**config.mk**
```make
export PLATFORM = sky130hd
export DESIGN_NAME = ictf_ctrl
export DESIGN_NICKNAME = d
export VERILOG_FILES = /design/src/hw/rtl/ictf_pkg.sv /design/src/hw/rtl/ictf_ctrl.sv
export SDC_FILE = /design/constraint.sdc
export NUM_CORES = 1
export LEC_CHECK = 0
export BUFFER_PORTS_ARGS = -buffer_cell sky130_fd_sc_hd__clkbuf_2
export CAP_MARGIN = 20
export CORE_AREA = 2 2 42 44
export CTS_BUF_LIST = sky130_fd_sc_hd__clkbuf_2 sky130_fd_sc_hd__clkbuf_4 sky130_fd_sc_hd__clkbuf_8
export DETAILED_ROUTE_END_ITERATION = 8
export DIE_AREA = 0 0 44 46
export PLACE_DENSITY = 0.73
export RECOVER_POWER = 50
export SLEW_MARGIN = 25
export SYNTH_ARGS = -nofsm -noshare
export SYNTH_HDL_FRONTEND = slang
export SYNTH_SLANG_ARGS = --single-unit
```
**constraint.sdc**
```tcl
create_clock -name clk -period 1.8 [get_ports clk]
set_clock_uncertainty 0.2 [all_clocks]
set_input_delay 0.36 -clock clk [delete_from_list [all_inputs] [get_ports clk]]
set_output_delay 0.36 -clock clk [all_outputs]
set_load 0.005 [all_outputs]
```
**src/hw/rtl/ictf_pkg.sv**
```systemverilog
// ----------------------------------------------------------------------------
// ictf_pkg
// Shared types, constants and the arctangent table of the complementary tilt filter.
// ----------------------------------------------------------------------------
package ictf_pkg;

    localparam int DIV_W        = 36;   // divider dividend / quotient width
    localparam int DVS_W        = 18;   // divider divisor width
    localparam int SQ_IN_W      = 48;   // square root radicand width
    localparam int ROOT_W       = 24;   // square root result width
    localparam int CX_W         = 28;   // CORDIC x/y width
    localparam int CZ_W         = 24;   // CORDIC angle width
    localparam int CORDIC_STEPS = 16;

    // floor(m / 15625) = (m * INC_RECIP) >> 42 for m < 2^28
    localparam logic [28:0]      INC_RECIP   = 29'd281474977;
    localparam logic [31:0]      INC_HALF    = 32'd125000;
    localparam logic [19:0]      ACC_SCALE   = 20'd1000000;
    localparam logic signed [15:0] RIGHT_ANGLE = 16'sd5760;

    localparam logic [1:0] REG_BLEND_ALPHA = 2'd0;
    localparam logic [1:0] REG_TAP_THRESH  = 2'd1;
    localparam logic [1:0] REG_TAP_HOLDOFF = 2'd2;

    typedef enum logic [4:0] {
        ST_IDLE,
        ST_SQA,
        ST_SQB,
        ST_SQRT_GO,
        ST_SQRT_WAIT,
        ST_CORD_GO,
        ST_CORD_WAIT,
        ST_REF,
        ST_GMUL,
        ST_GINC,
        ST_GSUM,
        ST_BMUL,
        ST_BSUM,
        ST_AMUL,
        ST_ADIV_GO,
        ST_ADIV_WAIT,
        ST_ACC,
        ST_OUT
    } state_t;

    typedef struct packed {
        logic       capture;
        logic       sq_a;
        logic       sq_b;
        logic       sqrt_go;
        logic       cord_go;
        logic       ref_ld;
        logic       gmul;
        logic       ginc;
        logic       div_go;
        logic       gsum;
        logic       bmul;
        logic       bsum;
        logic       amul;
        logic       acc_ld;
        logic       commit;
        logic       tilt;
        logic [1:0] axis;
    } cmd_t;

    typedef struct packed {
        logic sqrt_done;
        logic cord_done;
        logic div_done;
    } sts_t;

    // arctangent table, 1/16384 degree
    function automatic logic signed [CZ_W-1:0] atan_lut(input logic [3:0] idx);
        logic signed [CZ_W-1:0] v;
        case (idx)
            4'd0:    v = 24'sd737280;
            4'd1:    v = 24'sd435242;
            4'd2:    v = 24'sd229970;
            4'd3:    v = 24'sd116736;
            4'd4:    v = 24'sd58595;
            4'd5:    v = 24'sd29326;
            4'd6:    v = 24'sd14667;
            4'd7:    v = 24'sd7334;
            4'd8:    v = 24'sd3667;
            4'd9:    v = 24'sd1833;
            4'd10:   v = 24'sd917;
            4'd11:   v = 24'sd458;
            4'd12:   v = 24'sd229;
            4'd13:   v = 24'sd115;
            4'd14:   v = 24'sd57;
            default: v = 24'sd29;
        endcase
        return v;
    endfunction

endpackage

```
**src/hw/rtl/ictf_ctrl.sv**
```systemverilog
// ----------------------------------------------------------------------------
// ictf_ctrl
// Sequencer: steps the datapath through tilt, blend and rate phases.
// ----------------------------------------------------------------------------
module ictf_ctrl
    import ictf_pkg::*;
(
    input  logic clk,
    input  logic rst_n,
    input  logic s_axis_tvalid,
    output logic s_axis_tready,
    output logic m_axis_tvalid,
    input  logic m_axis_tready,
    input  sts_t sts,
    output cmd_t cmd
);

    state_t     state_reg, state_next;
    logic [1:0] axis_reg;
    logic       tilt_reg;
    logic       out_valid_reg;
    logic       slot_free;

    assign slot_free = !out_valid_reg || m_axis_tready;

    always_comb
    begin
        state_next = state_reg;
        unique case (state_reg)
            ST_IDLE:      if (s_axis_tvalid) state_next = ST_SQA;
            ST_SQA:       state_next = ST_SQB;
            ST_SQB:       state_next = ST_SQRT_GO;
            ST_SQRT_GO:   state_next = ST_SQRT_WAIT;
            ST_SQRT_WAIT: if (sts.sqrt_done) state_next = ST_CORD_GO;
            ST_CORD_GO:   state_next = ST_CORD_WAIT;
            ST_CORD_WAIT: if (sts.cord_done) state_next = ST_REF;
            ST_REF:       state_next = tilt_reg ? ST_GMUL : ST_SQA;
            ST_GMUL:      state_next = ST_GINC;
            ST_GINC:      state_next = ST_GSUM;
            ST_GSUM:      state_next = ST_BMUL;
            ST_BMUL:      state_next = ST_BSUM;
            ST_BSUM:      state_next = ST_AMUL;
            ST_AMUL:      state_next = ST_ADIV_GO;
            ST_ADIV_GO:   state_next = ST_ADIV_WAIT;
            ST_ADIV_WAIT: if (sts.div_done) state_next = ST_ACC;
            ST_ACC:       state_next = (axis_reg == 2'd2) ? ST_OUT : ST_GMUL;
            ST_OUT:       if (slot_free) state_next = ST_IDLE;
            default:      state_next = ST_IDLE;
        endcase
    end

    always_comb
    begin
        cmd         = '0;
        cmd.tilt    = tilt_reg;
        cmd.axis    = axis_reg;
        unique case (state_reg)
            ST_IDLE:      cmd.capture = s_axis_tvalid;
            ST_SQA:       cmd.sq_a    = 1'b1;
            ST_SQB:       cmd.sq_b    = 1'b1;
            ST_SQRT_GO:   cmd.sqrt_go = 1'b1;
            ST_CORD_GO:   cmd.cord_go = 1'b1;
            ST_REF:       cmd.ref_ld  = 1'b1;
            ST_GMUL:      cmd.gmul    = 1'b1;
            ST_GINC:      cmd.ginc    = 1'b1;
            ST_GSUM:      cmd.gsum    = 1'b1;
            ST_BMUL:      cmd.bmul    = 1'b1;
            ST_BSUM:      cmd.bsum    = 1'b1;
            ST_AMUL:      cmd.amul    = 1'b1;
            ST_ADIV_GO:   cmd.div_go  = 1'b1;
            ST_ACC:       cmd.acc_ld  = 1'b1;
            ST_OUT:       cmd.commit  = slot_free;
            default: ;
        endcase
    end

    always_ff @(posedge clk or negedge rst_n)
    begin
        if (!rst_n)
        begin
            state_reg     <= ST_IDLE;
            axis_reg      <= '0;
            tilt_reg      <= 1'b0;
            out_valid_reg <= 1'b0;
        end
        else
        begin
            state_reg <= state_next;
            if (state_reg == ST_IDLE)
            begin
                axis_reg <= '0;
                tilt_reg <= 1'b0;
            end
            else if (state_reg == ST_REF)
                tilt_reg <= 1'b1;
            else if (state_reg == ST_ACC)
                axis_reg <= axis_reg + 1'b1;

            if (state_reg == ST_OUT && slot_free)
                out_valid_reg <= 1'b1;
            else if (m_axis_tready)
                out_valid_reg <= 1'b0;
        end
    end

    assign s_axis_tready = (state_reg == ST_IDLE);
    assign m_axis_tvalid = out_valid_reg;

endmodule

```
==> results by group, run 1 <==
Setup path
  – Worst setup EP type: output pin
  – R2R depth: 5
  – Worst setup SP type: register
  – R2r setup slk: -0.22 ns
  – CP Data Arrival Time: about 1.6 ns
  – CP Data Required Time: roughly 1.2 ns
  – Worst setup path category: register to output pin
  – CP Max Fanout: 3

Layout
  – Max reg flops: 5
  – # diodes: 0
  – Final layout net count: between 100 and 150
  – Area growth, synth to finish: 91.62%
  – Share of layout cells above drive strength 1: a little over three fifths

Power and ir drop
  – Switching Share: just over 40%
  – Clock share of power: 7.9%
  – Peak VDD IR: around 0.99 mV
  – Comb pwr share: 75.4%
  – Sequential share of power: between 10% and 20%
  – Psw: approximately 0.86 mW
  – Pwr Total: between 2 and 2.5 mW
  – LEAKAGE: between 0.6 and 0.7 nW
  – Pint: roughly 1.2 mW
  – Cell Pwr Density: about 1700 nW/um2

Placement
  – Placer Congestion: between 0.8 and 0.9
  – Dpl hpwl: around 1400 um
  – Pre-CTS setup slack: -0.1277 ns
  – PortBufs: 26

STA
  – Period utilization: 119.4%
  – Fmax: between 0.4 and 0.5 GHz
  – Tmin final: around 2.1 ns
  – Slew Limit Fails: 0
  – Headroom to the max-slew limit: a little under 70%
  – Unrepaired setup endpoints after global routing: yes
  – Slew of the pin with the lowest slew margin: around 0.47 ns
  – Final Setup Violations: 18
  – Fin worst setup slack: -0.3495 ns
  – Worst hold slack: approximately 0.23 ns
  – Final Hold Viols: 0

Clock tree
  – Clk slew on worst S/H paths: around 0.060 ns
  – CTS H-tree lvls: 1
  – Clock latency on the worst-skew pair: about 0.25 ns
  – Clock Sinks: 9
  – CTS Root Cell: clkbuf_4
  – CTS tree: done
  – CTS Buffer Depth: 2
  – Num CTS Buffers: 3

Global routing
  – Vias in the first global route: 814
  – Total global routing overflow: 0
  – Largest net degree at the start of global routing: 12
  – Initial antenna violation count: 0
  – Tot GR Track Use: 24.62%
  – First-pass GRT wire length: roughly 3600 um

Synth
  – Syn avg cell area: approximately 8 um2
  – Sequential area share after synthesis: around a third
  – Number of synthesized register bits: 9
  – Warnings, synthesis: 0
  – Synthesized area: 641.9 um2
  – Net Count, Synth: between 80 and 90
  – Synth cell types: 34
  – Post-Syn Instances: 80

Hold path
  – Hold Crit Depth: 3
  – Hold WC Path Type: input port to register

Run status
  – Failing checks: setup timing
  – Outcome: finished with violations

Detailed routing
  – # DRC: 0
  – DR iter-0 viols: 6
  – WL per Instance: approximately 15 um
  – DR vias/cell: about 5.3
  – Vias: 823
  – Pre-antenna DRT Iters: 4
  – Routed wire length: 2364 um
  – Post-DRT Antenna Nets: 0

Floorplanning
  – Core region area: 1614 um2
  – Die Wd: 44 um
  – DIE HEIGHT: between 40 and 50 um
  – Starting Density: about two fifths
  – Core Rows: 15
  – Io pins: 27
  – Die area: just over 2000 um2

Run
  – Max-cap violations: 0
## what timing repair did
action | in CTS | in global routing
cloned | 0 | 0
hold buffers | 1 | 0
endpoints found under the hold margin | 9 | 0
pin swaps | 6 | 4
setup buffers | 12 | 9
endpoints found under the setup margin | 19 | 19
gates resized for setup | 30 | 13
## power groups by stage
| stage | registers [mW] | logic (mW) | clock network [mW] |
|---|---|---|---|
| after floorplan | 0.341 | 0.547 | 0 |
| after global placement | 0.343 | 0.883 | 0 |
| after detailed placement | 0.347 | 0.906 | 0 |
| after CTS | 0.341 | 1.33 | 0.173 |
| after global routing | 0.353 | 1.66 | 0.177 |
| final | 0.345 | 1.56 | 0.163 |
## synth_stat cells, drive strengths merged
library cell  count  area share (%)
o31a              1             1.4
dfrtp             9              35
o21a              1             1.2
mux2              1             1.8
mux2i             1             1.6
a2bb2oi           1             1.4
nor3              5             3.9
nand2             7             4.1
o32ai             1             1.4
clkbuf            4             2.3
nand3             2             2.3
a32oi             1             1.4
or3               1             1.8
nor3b             1             1.2
o21ai             4             3.1
nand2b            4             3.9
nand4b            1             1.4
nor4b             1             1.4
a21o              1             1.2
xor2              1             1.4
nor2b             1            0.98
nor2             13             7.6
buf               2             1.9
inv               3             1.8
nor4              1            0.98
and2              2             1.9
nand3b            4             4.7
nand4             1            0.98
o22ai             1            0.98
a31oi             1            0.98
ha                1             1.9
or4               2             2.3
## worst paths after layout
path	startpoint	end
hold reg to reg	axis_reg[1]	axis_reg[1]
hold / removal	m_axis_tready	m_axis_tvalid
min in group asynchronous	rst_n	axis_reg[1]
max in group asynchronous	rst_n	state_reg[1]
setup / recovery	state_reg[3]	cmd[17]
setup reg to reg	state_reg[3]	state_reg[0]
## kinds of logic after synthesis
logic type	after synthesis	synth area share, %
simple gates	46	39.38
compound gates	12	12.87
buf+inv	9	6.042
flops	9	35.09
mux	2	3.314
xor+xnor	1	1.365
fa+ha+maj	1	1.949
## stage by stage
stage	area, um2	util, %	std cells	TNS (ns)
floorplan	663.1	-	80	-0.1718
global placement	889.6	55.12	132	-0.1278
detailed placement	889.6	55.12	132	-0.2310
CTS	1139	70.54	148	-2.314
global route	1230	76.20	156	-3.747
finish	1230	76.20	156	-2.749
## routing by layer
metal | track usage (%) | part of all wire, % | vias up
met5 | 0 | 0 | -
met4 | 12.12 | 0.21 | 0
met3 | 1.190 | 4.1 | 2
met2 | 47.06 | 55 | 26
met1 | 27.59 | 41 | 392
li1 | - | - | 403
## final cells by class
| cell class | count | area [um2] |
|---|---|---|
| Multi-Input combinational cell | 62 | 513.0 |
| Timing Repair Buffer | 61 | 427.9 |
| Fill cell | 128 | 384.1 |
| Sequential cell | 9 | 226.5 |
| Clock buffer | 4 | 30.03 |
| Tap cell | 17 | 21.27 |
| Inverter | 3 | 11.26 |
## worst max-delay path, cell delays in order (launching register included)
cell      delay (ns)
dfrtp_1         0.40
or4_4           0.57
nor2_4          0.12
and2_1          0.14
clkbuf_2        0.11
## layout by cell type, fill, tap and decap left out, types with 2 or more instances in the layout
master	count
buf_6	7
inv_1	3
nand3b_1	4
nor3_1	2
nor2_4	3
and2_1	2
nor3_2	2
nor2_1	6
nor2_2	4
buf_4	26
clkbuf_2	20
dfrtp_1	8
nand2_1	5
nand2_4	2
nand2b_4	3
buf_2	5
clkbuf_4	4
or4_4	2
o21ai_0	3
(Power assumes the default switching activity.)
==> run 2, diff against run 1 <==
--- a/config.mk
+++ b/config.mk
@@ -7,11 +7,10 @@
 export LEC_CHECK = 0
 export BUFFER_PORTS_ARGS = -buffer_cell sky130_fd_sc_hd__clkbuf_2
 export CAP_MARGIN = 20
-export CORE_AREA = 2 2 42 44
-export CTS_BUF_LIST = sky130_fd_sc_hd__clkbuf_2 sky130_fd_sc_hd__clkbuf_4 sky130_fd_sc_hd__clkbuf_8
+export CORE_AREA = 2 2 43 45
 export DETAILED_ROUTE_END_ITERATION = 8
-export DIE_AREA = 0 0 44 46
-export PLACE_DENSITY = 0.73
+export DIE_AREA = 0 0 45 47
+export PLACE_DENSITY = 0.7
 export RECOVER_POWER = 50
 export SLEW_MARGIN = 25
 export SYNTH_ARGS = -nofsm -noshare
==> run 2 against run 1 <==
The flow still finishes with violations (setup timing). Hold slack lost 0.039 ns. Utilization shrank 3.6 points. Power shrank 3.1%. Sequential power is essentially flat. Worst setup slack lost 0.014 ns. Flip-flop and latch count is the same. Largest cell class unchanged.
==> results by group, run 2 (synthesized netlist as in run 1, its figures left out) <==
Run status
  – Outcome: finished with violations
  – Failing checks: setup timing

Floorplanning
  – Die area: 2115 um2 (+4.5%)
  – Io pins: 27 (unchanged)
  – Core region area: 1652 um2 (+2.3%)
  – Die Wd: 45 um (+2.3%)
  – Core Rows: 15 (unchanged)
  – Starting Density: 38.86% (-0.90 points)
  – DIE HEIGHT: 47 um (+2.2%)

Detailed routing
  – DR iter-0 viols: 14 (+8)
  – DR vias/cell: 5.520 (+4.6%)
  – Pre-antenna DRT Iters: 4 (unchanged)
  – Post-DRT Antenna Nets: 0 (unchanged)
  – # DRC: 0 (unchanged)
  – Vias: 839 (+1.9%)
  – WL per Instance: 15.64 um (+3.2%)
  – Routed wire length: 2378 um (+0.59%)

Clock tree
  – Clock Sinks: 9 (unchanged)
  – CTS Root Cell: clkbuf_4
  – CTS Buffer Depth: 2 (unchanged)
  – Num CTS Buffers: 3 (unchanged)
  – Clock latency on the worst-skew pair: 0.28 ns (+0.03 ns)
  – CTS H-tree lvls: 1 (unchanged)
  – CTS tree: done
  – Clk slew on worst S/H paths: 0.06 ns (about the same)

STA
  – Unrepaired setup endpoints after global routing: yes
  – Final Hold Viols: 0 (unchanged)
  – Headroom to the max-slew limit: 65.07% (-3.5 points)
  – Period utilization: 120.2% (+0.80 points)
  – Fin worst setup slack: -0.3639 ns (-0.01432 ns)
  – Worst hold slack: 0.1892 ns (-0.03945 ns)
  – Slew of the pin with the lowest slew margin: 0.5239 ns (+0.05241 ns)
  – Final Setup Violations: 19 (+1)
  – Slew Limit Fails: 0 (unchanged)
  – Fmax: 0.4621 GHz (-0.66%)
  – Tmin final: 2.164 ns (+0.01432 ns)

Setup path
  – Worst setup path category: register to output pin
  – CP Data Arrival Time: 1.60 ns (about the same)
  – Worst setup EP type: output pin
  – Worst Setup SP: state_reg[0]
  – Worst setup SP type: register
  – CP Max Fanout: 3 (unchanged)
  – CP Data Required Time: 1.24 ns (about the same)
  – R2R depth: 5 (unchanged)
  – Launching point of the worst reg2reg path: state_reg[2]

Global routing
  – First-pass GRT wire length: 3229 um (-10%)
  – Largest net degree at the start of global routing: 13 (+1)
  – Vias in the first global route: 708 (-13%)
  – Total global routing overflow: 0 (unchanged)
  – Tot GR Track Use: 22.35% (-2.3 points)
  – Initial antenna violation count: 0 (unchanged)

Power and ir drop
  – Switching Share: 42.98% (+1.5 points)
  – Peak VDD IR: 0.8090 mV (-18%)
  – LEAKAGE: 0.6137 nW (-2.3%)
  – Comb pwr share: 74.1% (-1.3 points)
  – Cell Pwr Density: 1673 nW/um2 (-0.56%)
  – Pint: 1.143 mW (-5.5%)
  – Psw: 0.8618 mW (+0.32%)
  – Clock share of power: 8.5% (+0.6 points)
  – Sequential share of power: 17.4% (+0.7 points)

Placement
  – Placer Congestion: 0.8895 (-0.81%)
  – Dpl hpwl: 1341 um (-5.7%)
  – Pre-CTS setup slack: -0.1472 ns (-0.01949 ns)
  – PortBufs: 26 (unchanged)
  – Cell count after placement: 132 (unchanged)

Layout
  – Max reg flops: 5 (unchanged)
  – Final layout net count: 144 (-2.7%)
  – Reg area: 226.5 um2 (unchanged)
  – Area growth, synth to finish: 86.74%
  – Share of layout cells above drive strength 1: 61.48% (-1.1 points)
  – Most frequent cells in the layout: 20 x buf_4, 15 x clkbuf_2, 11 x buf_2
  – Commonest non-fill, non-tap cell in the layout: buf_4
  – Post-Layout Cell Count: 152 (-2.6%)
  – # diodes: 0 (unchanged)
  – Filler Cells Inserted: 127 (-0.78%)
  – Multi-input logic area: 513.0 um2 (unchanged)

Hold path
  – Hold path start: m_axis_tready
  – Hold WC Path Type: input port to register
  – Hold Crit Depth: 3 (unchanged)

Run
  – Max-cap violations: 0 (unchanged)
## run 2: cell types whose count changed in the layout (fill, tap and decap cells not counted), sizes merged
cell    delta
clkinv     +1
clkbuf     -6
buf        +1
## run 2: through the flow
stage          power (mW)  area (um2)  util [%]  TNS [ns]
2_1_floorplan      0.8877       663.1         -   -0.1718
3_3_place_gp        1.236       889.6     53.86   -0.1507
3_5_place_dp        1.254       889.6     53.86   -0.2413
4_1_cts             1.734        1092     66.14    -3.168
5_1_grt             2.126        1199     72.58    -4.694
6_report            2.005        1199     72.58    -3.629
## run 2: final cells by class
type	count	area share (%)
Clock buffer	3	1.879
Clock inverter	1	0.4175
Inverter	3	0.9395
Multi-Input combinational cell	62	42.80
Sequential cell	9	18.89
Tap cell	17	1.775
Timing Repair Buffer	57	33.30
## run 2: path summary, 6_finish.rpt
path | endpoint | slack [ns]
hold / removal | m_axis_tvalid | 0.19
min in group asynchronous | state_reg[2] | 0.36
setup / recovery | cmd[17] | -0.36
max in group asynchronous | state_reg[1] | 0.65
hold reg to reg | axis_reg[0] | 0.31
setup reg to reg | state_reg[0] | -0.31
## run 2: worst max-delay path, stage by stage, from the launching register on
cell and delay (ns):
dfrtp_1 0.41, or4_4 0.58, nor2_4 0.11, and2_1 0.12, clkbuf_2 0.10
## run 2: power groups by stage
stage	Combinational [mW]	Sequential [mW]	Clock (mW)
after floorplan	0.547	0.341	0
after global placement	0.900	0.336	0
after detailed placement	0.915	0.339	0
after CTS	1.23	0.334	0.174
after global routing	1.58	0.359	0.189
final	1.49	0.348	0.171
## run 2: per-layer routing
layer  wire length [um]  track usage [%]  vias to the layer above
li1                   -                -                      400
met1                920            26.42                      384
met2               1222            37.14                       46
met3                178            5.769                        9
met4                 57            12.35                        0
met5                  0                0                        -
## run 2: timing repair
action | 4_1_cts | 5_1_grt
hold buffers | 1 | 0
endpoints found under the setup margin | 19 | 20
endpoints found under the hold margin | 9 | 0
resized for setup | 20 | 26
gates cloned | 1 | 0
pin swaps | 8 | 4
buffers inserted | 9 | 5
==> run 3, diff against run 2 <==
==> constraint.sdc (replaced) <==
create_clock -name clk -period 1.8 [get_ports clk]
set_clock_uncertainty 0.2 [all_clocks]
set_input_delay 0.36 -clock clk [delete_from_list [all_inputs] [get_ports clk]]
set_output_delay 0.36 -clock clk [all_outputs]
set_load 0.05 [all_outputs]
==> run 3 against run 2 <==
The run still ends with setup timing left. Sequential power is 3% higher. Maximum frequency fell by 4.4%. Worst setup slack lost 0.099 ns. Flip-flop and latch count unchanged. Clock-buffer cell count increased by 1. Via count is 18% higher. First-iteration DRC count rose to 3.5 times the previous value. Non-clock buffer count up 10. Highest routed layer unchanged.
==> results by group, run 3 (synthesized netlist as in run 1, its figures left out) <==
Layout
  – Filler Cells Inserted: 53 (-58%)
  – # diodes: 0 (unchanged)
  – Max reg flops: 5 (unchanged)
  – Final layout net count: 154 (+6.9%)
  – Design Area, Final: 1546 um2 (+29%)
  – Post-Layout Cell Count: 162 (+6.6%)
  – Most frequent cells in the layout: 27 x buf_4, 12 x buf_6, 10 x nor2_4, 10 x buf_8, 9 x clkbuf_2
  – Share of layout cells above drive strength 1: 68.97% (+7.5 points)
  – Area growth, synth to finish: 140.9%
  – Commonest non-fill, non-tap cell in the layout: buf_4

Detailed routing
  – Met2 wire length: 2009 um (+64%)
  – WL per Instance: 23.45 um (+50%)
  – DR iter-0 viols: 49 (+35)
  – M1 wire length: 1342 um (+46%)
  – Pre-antenna DRT Iters: 4 (unchanged)
  – Metal3 WL: 316 um (+78%)
  – Top Layer Used: met4
  – Vias: 993 (+18%)
  – # DRC: 0 (unchanged)
  – Routed wire length: 3799 um (+60%)
  – DR vias/cell: 6.130 (+11%)
  – Post-DRT Antenna Nets: 0 (unchanged)

Placement
  – Dpl hpwl: 1542 um (+15%)
  – Placer Congestion: 0.8502 (-4.4%)
  – Cell count after placement: 141 (+6.8%)
  – Dpl cell area: 1096 um2 (+23%)
  – PortBufs: 26 (unchanged)

Hold path
  – Hold path start: m_axis_tready
  – Hold Crit Depth: 3 (unchanged)
  – Hold WC Path Type: input port to register
  – Hold EP: m_axis_tvalid

Clock tree
  – CTS H-tree lvls: 1 (unchanged)
  – CTS Root Cell: clkbuf_4
  – CTS tree: done
  – CTS Buffer Depth: 2 (unchanged)
  – Clk slew on worst S/H paths: 0.07 ns (about the same)
  – Clock latency on the worst-skew pair: 0.26 ns (-0.02 ns)
  – Num CTS Buffers: 3 (unchanged)
  – Clock Sinks: 9 (unchanged)

STA
  – Slew of the pin with the lowest slew margin: 0.5311 ns (+0.007228 ns)
  – Fmax: 0.4419 GHz (-4.4%)
  – Unrepaired setup endpoints after global routing: yes
  – Tmin final: 2.263 ns (+0.09890 ns)
  – Final Setup Violations: 19 (unchanged)
  – Fin Setup TNS: -5.261 ns (-1.632 ns)
  – Slew Limit Fails: 0 (unchanged)
  – Period utilization: 125.7% (+5.5 points)
  – Final Hold Viols: 0 (unchanged)
  – Headroom to the max-slew limit: 64.59% (-0.48 points)
  – Fin worst setup slack: -0.4628 ns (-0.09890 ns)

Setup path
  – Worst setup SP type: register
  – R2r setup slk: -0.29 ns (+0.02 ns)
  – CP cell instances: or4_4, nor2_4, and2_4, clkbuf_16
  – Max stage delay cell, worst path: or4_4
  – R2R depth: 5 (unchanged)
  – Worst setup EP type: output pin
  – Max incr delay on CP: 0.58 ns (about the same)
  – CP Max Fanout: 3 (unchanged)
  – CP Data Arrival Time: 1.70 ns (+0.10 ns)
  – CP Data Required Time: 1.24 ns (about the same)
  – Launching point of the worst reg2reg path: state_reg[2]
  – Worst setup path category: register to output pin
  – Worst r2r dst: state_reg[0]

Floorplanning
  – Starting Density: 38.86% (unchanged)
  – DIE HEIGHT: 47 um (unchanged)
  – Die Wd: 45 um (unchanged)
  – Core Rows: 15 (unchanged)
  – Io pins: 27 (unchanged)
  – Core region area: 1652 um2 (unchanged)
  – Die area: 2115 um2 (unchanged)

Global routing
  – Total global routing overflow: 0 (unchanged)
  – Tot GR Track Use: 30.73% (+8.4 points)
  – Largest net degree at the start of global routing: 16 (+3)
  – Initial antenna violation count: 0 (unchanged)
  – Vias in the first global route: 901 (+27%)
  – First-pass GRT wire length: 4422 um (+37%)

Run
  – Max-cap violations: 0 (unchanged)

Power and ir drop
  – Peak VDD IR: 1.342 mV (+66%)
  – Cell Pwr Density: 1889 nW/um2 (+13%)
  – LEAKAGE: 0.7185 nW (+17%)

Run status
  – Failing checks: setup timing
  – Outcome: finished with violations
[run 3: worst max-delay path by stage]
| stage | start | end | slack, ns |
|---|---|---|---|
| finish | state_reg[0] | cmd[17] | -0.46 |
| global placement | state_reg[2] | cmd[17] | -0.25 |
| detailed placement | state_reg[2] | cmd[17] | -0.28 |
| CTS | state_reg[3] | cmd[17] | -0.42 |
| floorplan | state_reg[1] | cmd[17] | -0.39 |
| global route | state_reg[0] | cmd[17] | -0.50 |
[run 3: critical path: cells and delay by family (launching register included)]
family                 cells  cell delay [ns]
and+or+nand+nor            3             0.89
buffers and inverters      1             0.15
DFF                        1             0.40
[run 3: final cells by class]
type / instances / area [um2] / share of cell area (%)
clock buffers: 4 / 26.28 / 1.699
inverters: 3 / 15.01 / 0.9709
well taps: 17 / 21.27 / 1.375
multi-input cells: 62 / 590.6 / 38.19
flip-flops and latches: 9 / 226.5 / 14.64
repair buffers: 67 / 666.9 / 43.12
[run 3: power by group]
part / leakage [nW] / switching [mW] / internal [mW]
combinational: 0.589 / 1.30 / 1.10
clock: 0.0150 / 0.0800 / 0.0856
sequential: 0.114 / 0.0807 / 0.276
total: 0.719 / 1.46 / 1.46
[run 3: metrics by stage]
step / worst slack [ns] / power, mW / utilization (%) / hold slack (ns)
6_report: -0.4628 / 2.921 / 93.64 / 0.2759
5_1_grt: -0.5031 / 3.005 / 93.64 / 0.2886
4_1_cts: -0.4239 / 2.518 / 86.89 / 0.2228
3_5_place_dp: -0.2790 / 1.876 / 66.36 / 0.03264
3_3_place_gp: -0.2476 / 1.861 / 66.36 / 0.02755
2_1_floorplan: -0.3929 / 1.374 / - / -0.1356
[run 3: what timing repair did]
action,in CTS,in global routing
gates resized for setup,57,20
setup endpoints to repair,19,21
endpoints found under the hold margin,9,0
hold buffers,1,0
buffers inserted,8,9
pin swaps,5,8
[run 3: metal layers]
layer  vias to the layer above  track usage [%]
met4                         0            13.53
met3                        18            9.231
met5                         -                0
met2                        73            50.29
li1                        414                -
met1                       488            37.59
